<file path="src/hw/rtl/fifo_handle_pool_allocator_core_defines.svh">
// ----------------------------------------------------------------------------
// handle pool allocator assertion macros
// shared concurrent assertion forms, clocked and reset-qualified
// ----------------------------------------------------------------------------
`ifndef FIFO_HANDLE_POOL_ALLOCATOR_CORE_DEFINES_SVH
`define FIFO_HANDLE_POOL_ALLOCATOR_CORE_DEFINES_SVH

// same-cycle implication
`define FHPA_ASSERT_IMPLY(lbl, clk, rst_n, ante, cons) \
    lbl: assert property (@(posedge clk) disable iff (!(rst_n)) (ante) |-> (cons)) \
        else $error("fhpa assertion failed");

// next-cycle implication
`define FHPA_ASSERT_NEXT(lbl, clk, rst_n, ante, cons) \
    lbl: assert property (@(posedge clk) disable iff (!(rst_n)) (ante) |=> (cons)) \
        else $error("fhpa assertion failed");

`endif

</file>
<file path="src/hw/rtl/fhpa_pkg.sv">
// ----------------------------------------------------------------------------
// fhpa_pkg
// types and codes shared by the handle pool allocator
// ----------------------------------------------------------------------------
package fhpa_pkg;

    localparam int HANDLE_W    = 8;
    localparam int HANDLE_SPACE = 256;
    localparam int COUNT_W     = 9;

    localparam logic [1:0] OP_ALLOC = 2'd0;
    localparam logic [1:0] OP_TRY   = 2'd1;
    localparam logic [1:0] OP_FREE  = 2'd2;

    localparam logic [1:0] ST_OK      = 2'd0;
    localparam logic [1:0] ST_NONE    = 2'd1;
    localparam logic [1:0] ST_BADFREE = 2'd2;

    typedef struct packed {
        logic [1:0]          opcode;
        logic [HANDLE_W-1:0] handle;
    } t_req;

    typedef struct packed {
        logic [HANDLE_W-1:0] granted_handle;
        logic [1:0]          status;
    } t_rsp;

endpackage

</file>
<file path="src/hw/rtl/fhpa_ram.sv">
// ----------------------------------------------------------------------------
// fhpa_ram
// generic single-write, single-read ram with registered read data
// ----------------------------------------------------------------------------
module fhpa_ram #(
    parameter int WIDTH = 8,
    parameter int DEPTH = 256
) (
    input  logic                     i_clk,
    input  logic                     i_we,
    input  logic [$clog2(DEPTH)-1:0] i_waddr,
    input  logic [WIDTH-1:0]         i_wdata,
    input  logic [$clog2(DEPTH)-1:0] i_raddr,
    output logic [WIDTH-1:0]         o_rdata
);

    logic [WIDTH-1:0] r_mem [DEPTH];
    logic [WIDTH-1:0] r_rdata;

    always_ff @(posedge i_clk) begin
        if (i_we) begin
            r_mem[i_waddr] <= i_wdata;
        end
        r_rdata <= r_mem[i_raddr];
    end

    assign o_rdata = r_rdata;

endmodule

</file>
<file path="src/hw/rtl/fifo_handle_pool_allocator_core.sv">
// ----------------------------------------------------------------------------
// fifo_handle_pool_allocator_core
// object handle pool with a fifo free queue and an in-use bitmap
// ----------------------------------------------------------------------------
// A request is taken when start is high and busy is low. The accept cycle
// reads the free queue head and the in-use bit of the request handle from
// their rams, the next cycle decides and writes back; the result strobe
// o_rsp_valid is high in the cycle after that, and busy is already
// low then, so a new request can be issued in that cycle. This pacing is set
// by the read-modify-write of the bitmap ram, whose read data is registered.
// The result is shown for one cycle only and must be captured then. After
// reset the block runs a clearing pass over the 256-entry bitmap with busy
// high.
// ----------------------------------------------------------------------------
`include "fifo_handle_pool_allocator_core_defines.svh"

module fifo_handle_pool_allocator_core #(
    parameter int POOL_SIZE = 256
) (
    input  logic          i_clk,
    input  logic          i_rst_n,
    input  logic          start,
    output logic          busy,
    input  fhpa_pkg::t_req i_req,
    output logic          o_rsp_valid,
    output fhpa_pkg::t_rsp o_rsp
);

    localparam int HW = fhpa_pkg::HANDLE_W;
    localparam int CW = fhpa_pkg::COUNT_W;
    localparam logic [CW-1:0] POOL_LIMIT =
        (POOL_SIZE < fhpa_pkg::HANDLE_SPACE) ? CW'(POOL_SIZE) : CW'(fhpa_pkg::HANDLE_SPACE);

    localparam logic [1:0] S_CLEAR = 2'd0;
    localparam logic [1:0] S_IDLE  = 2'd1;
    localparam logic [1:0] S_EXEC  = 2'd2;

    logic [1:0]    r_state, n_state;
    logic [HW-1:0] r_clr_idx, n_clr_idx;
    fhpa_pkg::t_req r_req;
    logic [HW-1:0] r_q_head, n_q_head;
    logic [CW-1:0] r_q_count, n_q_count;
    logic [CW-1:0] r_minted, n_minted;
    logic          r_rsp_valid, n_rsp_valid;
    fhpa_pkg::t_rsp r_rsp, n_rsp;

    logic          accept;
    logic          q_we;
    logic [HW-1:0] q_waddr;
    logic [HW-1:0] q_rdata;
    logic          m_we;
    logic [HW-1:0] m_waddr;
    logic [0:0]    m_wdata;
    logic [0:0]    m_rdata;

    assign accept = start && (r_state == S_IDLE);
    assign busy   = (r_state != S_IDLE);

    fhpa_ram #(.WIDTH(HW), .DEPTH(fhpa_pkg::HANDLE_SPACE)) u_queue_ram (
        .i_clk  (i_clk),
        .i_we   (q_we),
        .i_waddr(q_waddr),
        .i_wdata(r_req.handle),
        .i_raddr(r_q_head),
        .o_rdata(q_rdata)
    );

    fhpa_ram #(.WIDTH(1), .DEPTH(fhpa_pkg::HANDLE_SPACE)) u_map_ram (
        .i_clk  (i_clk),
        .i_we   (m_we),
        .i_waddr(m_waddr),
        .i_wdata(m_wdata),
        .i_raddr(i_req.handle),
        .o_rdata(m_rdata)
    );

    always_comb begin
        n_state     = r_state;
        n_clr_idx   = r_clr_idx;
        n_q_head    = r_q_head;
        n_q_count   = r_q_count;
        n_minted    = r_minted;
        n_rsp_valid = 1'b0;
        n_rsp       = r_rsp;
        q_we        = 1'b0;
        q_waddr     = r_q_head + r_q_count[HW-1:0];
        m_we        = 1'b0;
        m_waddr     = r_clr_idx;
        m_wdata     = 1'b0;
        case (r_state)
            S_CLEAR: begin
                m_we      = 1'b1;
                n_clr_idx = r_clr_idx + 1'b1;
                if (r_clr_idx == HW'(fhpa_pkg::HANDLE_SPACE - 1)) begin
                    n_state = S_IDLE;
                end
            end
            S_IDLE: begin
                if (accept) begin
                    n_state = S_EXEC;
                end
            end
            S_EXEC: begin
                n_state               = S_IDLE;
                n_rsp_valid           = 1'b1;
                n_rsp.granted_handle  = '0;
                n_rsp.status          = fhpa_pkg::ST_OK;
                case (r_req.opcode)
                    fhpa_pkg::OP_ALLOC, fhpa_pkg::OP_TRY: begin
                        if (r_q_count != '0) begin
                            m_we                 = 1'b1;
                            m_waddr              = q_rdata;
                            m_wdata              = 1'b1;
                            n_q_head             = r_q_head + 1'b1;
                            n_q_count            = r_q_count - 1'b1;
                            n_rsp.granted_handle = q_rdata;
                        end else if (r_req.opcode == fhpa_pkg::OP_ALLOC &&
                                     r_minted < POOL_LIMIT) begin
                            m_we                 = 1'b1;
                            m_waddr              = r_minted[HW-1:0];
                            m_wdata              = 1'b1;
                            n_minted             = r_minted + 1'b1;
                            n_rsp.granted_handle = r_minted[HW-1:0];
                        end else begin
                            n_rsp.status = fhpa_pkg::ST_NONE;
                        end
                    end
                    fhpa_pkg::OP_FREE: begin
                        if (m_rdata == 1'b0 || r_q_count[CW-1]) begin
                            n_rsp.status = fhpa_pkg::ST_BADFREE;
                        end else begin
                            m_we      = 1'b1;
                            m_waddr   = r_req.handle;
                            m_wdata   = 1'b0;
                            q_we      = 1'b1;
                            n_q_count = r_q_count + 1'b1;
                        end
                    end
                    default: begin
                    end
                endcase
            end
            default: begin
                n_state = S_CLEAR;
            end
        endcase
    end

    always_ff @(posedge i_clk) begin
        if (!i_rst_n) begin
            r_state     <= S_CLEAR;
            r_clr_idx   <= '0;
            r_q_head    <= '0;
            r_q_count   <= '0;
            r_minted    <= '0;
            r_rsp_valid <= 1'b0;
        end else begin
            r_state     <= n_state;
            r_clr_idx   <= n_clr_idx;
            r_q_head    <= n_q_head;
            r_q_count   <= n_q_count;
            r_minted    <= n_minted;
            r_rsp_valid <= n_rsp_valid;
        end
    end

    always_ff @(posedge i_clk) begin
        r_rsp <= n_rsp;
        if (accept) begin
            r_req <= i_req;
        end
    end

    assign o_rsp_valid = r_rsp_valid;
    assign o_rsp       = r_rsp;

    `FHPA_ASSERT_NEXT(a_accept_exec, i_clk, i_rst_n, start && !busy, r_state == S_EXEC)
    `FHPA_ASSERT_NEXT(a_exec_result, i_clk, i_rst_n, r_state == S_EXEC, o_rsp_valid)
    `FHPA_ASSERT_IMPLY(a_fail_zero, i_clk, i_rst_n,
        o_rsp_valid && o_rsp.status != fhpa_pkg::ST_OK, o_rsp.granted_handle == '0)
    `FHPA_ASSERT_IMPLY(a_queue_minted, i_clk, i_rst_n, 1'b1,
        r_q_count <= r_minted && r_minted <= POOL_LIMIT)

endmodule

</file>
<file path="config.mk">
export PLATFORM = sky130hd
export DESIGN_NAME = fifo_handle_pool_allocator_core
export DESIGN_NICKNAME = d
export VERILOG_FILES = /design/src/hw/rtl/fhpa_pkg.sv /design/src/hw/rtl/fhpa_ram.sv /design/src/hw/rtl/fifo_handle_pool_allocator_core.sv
export VERILOG_INCLUDE_DIRS = /design/src /design/src/hw/rtl
export SDC_FILE = /design/constraint.sdc
export NUM_CORES = 2
export LEC_CHECK = 0
export ABC_AREA = 1
export ABC_CLOCK_PERIOD_IN_PS = 13410
export BUFFER_PORTS_ARGS = -buffer_cell sky130_fd_sc_hd__clkbuf_2
export CAP_MARGIN = 0
export CORE_MARGIN = 2
export CORE_UTILIZATION = 63
export DETAILED_ROUTE_END_ITERATION = 12
export HOLD_SLACK_MARGIN = 0.03
export PLACE_DENSITY = 0.79
export SYNTH_ARGS = -nofsm -noshare
export SYNTH_HDL_FRONTEND = slang
export SYNTH_HIERARCHICAL = 1
export SYNTH_SLANG_ARGS = --single-unit
</file>
<file path="constraint.sdc">
create_clock -name i_clk -period 13.41 [get_ports i_clk]
set_clock_uncertainty 0.05 [all_clocks]
set_input_delay 0.6705 -clock i_clk [delete_from_list [all_inputs] [get_ports i_clk]]
set_output_delay 0.6705 -clock i_clk [all_outputs]
set_load 0.01 [all_outputs]
</file>
==> impl_metrics.toml <==
[run_status]
status = "finished, final reports clean"

[routing]
drt-pass1-iter-count = 7
dr_wl_met3_um = 33100
wl_met2_um = 117000
top_layer = "met5"
wl_per_cell_um = 24.0
final_antenna_net_count = 0
drt-met1-wl_um = 92600
viasPerCell = 6.36
drtIter0Drc = 10398
num_vias = 67753
wirelength_um = 256000
remaining_drc_errors = 0

[clock_tree]
cts_tree = "built"
cts_hold_buf = 5
clkSinkCount = 2370
cts_buffers = 220
cts_resized = 0
clock_latency_ps = 870
cts_root_buf = "clkbuf_16"
post_cts_buffers = 0
path_clk_slew_ps = 60
clockBufferDepth = 3
h-tree-depth = 4

[cells_and_area]
seq_area_um2 = 70700
final_area_um2 = 106000
final_cells = 10656
num-fill-cells = 10491
multi_input_area_um2 = 24400
drive_gt1_share_pct = 5.35
layout.nets = 8436
area_growth_pct = 7.83

[worst_setup_path]
worstPathCellList = "inv_1, fa_1, inv_1, nand3_1, nand2_1, xor2_1, inv_1, nor2_1, nand3_1, nor2_1"
crit_type = "flop to flop"
worst_ep_required_time_ps = 13800
slowest_stage = "dfxtp_4"
cp_data_arrival_time_ps = 5510
cp-start-kind = "flop"
path_common_cell = "inv_1"
critPathMaxFanout = 78
critPathTopFamily = "simple AND/OR/NAND/NOR gates"
path_buf_inv = 3
end_kind = "flop"
slowest_delay_ps = 970

[power_and_ir_drop]
p_seq_share_pct = 56.2
power_switching_share_pct = 19.3
pwr-share-comb_pct = 0.8
cellPowerDensity_nw_per_um2 = 134
p_sw_mw = 2.74
power.internal_mw = 11.5
p_clk_share_pct = 43.0
peakVddDrop_uv = 156
p_leak_nw = 36.5
p_total_mw = 14.2

[sta]
fin_setup_tns_ps = 0
worst_slew_pin_slew_ps = 1320
drv_slew = 0
slew_headroom_pct = 12.0
fmax_ghz = 0.195
setup_violations = 0
fin_crit_sh_pct = 38.2
hold_viol = 0
post-route-min-period_ps = 5120
rsz0062_at_grt = "false"

[synthesis]
synth_common_cells = "nand2_1 (2533), edfxtp_1 (2324), nand3_1 (2313)"
syn_area_um2 = 98500
avgSynthCellArea_um2 = 11.4
yosysMostFrequentCell = "nand2_1"
ys_ff_latch = 2370
async_flop_share_pct = 0
seq_area_frac_synth_pct = 71.8
netlist.area_leader.share_pct = 70.8
syn_inst = 8643
yosysUniqueCellTypes = 39
synth-edff-count = 2324
synth_warnings = 6
synthesis.nets = 8675
ys.flop_type = "edfxtp_1"
yosysTopAreaCell = "edfxtp_1"
synth_top_cells_by_area = "edfxtp_1 (71%), nand3_1 (12%), nand2_1 (9.6%)"

[die]
dieHeight_um = 399
start_util_pct = 63.2
floorplan.rows = 145
pin_count = 25
die_x_um = 399
die-area_um2 = 160000
core_um2 = 156000

[job]
cap_violations = 0

[global_routing]
grt_overflow = 0
grt_pass1_wl_um = 379000
antenna_found_initial = 10
grt_usage_pct = 31.7
grt_pass1_vias = 63299
grt_max_degree = 227

[placed_design]
dp_cells = 10235
io_buffers = 24
placed_area_um2 = 99100
hpwlAfterDp_um = 139000
routabilityCongestion = 0.960

[hold_path]
min_path_type = "input pin to flop"
-- path summary, 6_finish.rpt --
check,slack (ps),start,end,depth (start not counted)
max,8290,r_q_head[1]$_SDFFE_PN0P_,u_queue_ram/r_mem[152][3]$_DFFE_PP_,10
min reg2reg,470,r_clr_idx[4]$_SDFFE_PN0P_,r_clr_idx[4]$_SDFFE_PN0P_,1
min,130,i_req[7],r_req[7]$_DFFE_PP_,1
max reg2reg,8290,r_q_head[1]$_SDFFE_PN0P_,u_queue_ram/r_mem[152][3]$_DFFE_PP_,10
-- through the flow --
step           hold slack [ps]  utilization, %  setup WS [ps]
2_1_floorplan              413               -           4090
3_5_place_dp               452            63.6           8480
5_1_grt                   82.9            68.2           8170
6_report                   129            68.2           8290
4_1_cts                   60.6            68.2           8420
3_3_place_gp               427            63.6           8630
-- sequential cells by signal, indices dropped and copies added, names as in the netlist --
register             count
o_rsp                   10
o_rsp_valid              1
r_clr_idx                8
r_minted                 9
r_q_count                9
r_q_head                 8
r_req                   10
r_state                  2
u_map_ram/o_rdata        1
u_map_ram/r_mem        256
u_queue_ram/o_rdata      8
u_queue_ram/r_mem     2048
-- layout by cell type, fill, tap and decap left out, drive strengths merged --
| cell type | netlist | final |
|---|---|---|
| bufinv | 0 | 18 |
| o21bai | 1 | 1 |
| a31oi | 1 | 1 |
| diode | 0 | 5 |
| dfxtp | 46 | 46 |
| o21ai | 24 | 24 |
| buf | 419 | 85 |
| clkbuf | 155 | 304 |
| clkinv | 2 | 99 |
| xor2 | 13 | 13 |
| fa | 2 | 2 |
| edfxtp | 2324 | 2324 |
| and3 | 1 | 1 |
| nand4 | 5 | 5 |
| a21oi | 32 | 32 |
| nand3b | 3 | 3 |
| nor3 | 7 | 7 |
| inv | 116 | 123 |
| dlygate4sd3 | 0 | 5 |
| nor3b | 1 | 1 |
| nor2 | 612 | 612 |
| xnor2 | 7 | 7 |
| nand3 | 2315 | 2315 |
| clkinvlp | 0 | 8 |
| nand2 | 2540 | 2540 |
| ha | 17 | 17 |
-- power groups by stage --
stage               registers (mW)  logic, mW  clock network (mW)
floorplan                     8.16     0.0769                   0
global placement              8.16      0.100                   0
detailed placement            8.16      0.103                   0
CTS                           8.01      0.105                6.16
global route                  8.00      0.116                6.45
finish                        8.01      0.107                6.13
-- final cells by class --
class | count | area share (%)
Sequential cell | 2370 | 66.6
Multi-Input combinational cell | 5581 | 22.9
Clock buffer | 281 | 5.57
Tap cell | 2058 | 2.42
Clock inverter | 130 | 1.12
Timing Repair Buffer | 113 | 0.909
Inverter | 118 | 0.457
Antenna cell | 5 | 0.0118
-- layer usage --
metal | vias to the layer above | global-route usage, %
li1 | 29854 | -
met1 | 32182 | 43.2
met2 | 4892 | 48.4
met3 | 813 | 7.66
met4 | 12 | 15.6
met5 | - | 0
-- logic make-up after synthesis --
logic type / count (synthesis) / share of synthesized area, %
and+or+nand+nor: 5484 / 24.0
xor gates and xnor gates: 20 / 0.178
DFF: 2370 / 71.8
AOI/OAI and AO/OA: 58 / 0.310
buffers and inverters: 692 / 3.52
adders and majority gates: 19 / 0.257
-- worst register-to-register path, cell delays in order (launching register included) --
cell and delay [ps]:
dfxtp_4 970, inv_1 210, fa_1 510, inv_1 90
nand3_1 90, nand2_1 130, xor2_1 300, inv_1 70
nor2_1 470, nand3_1 840, nor2_1 960
(Power assumes the default switching activity.)
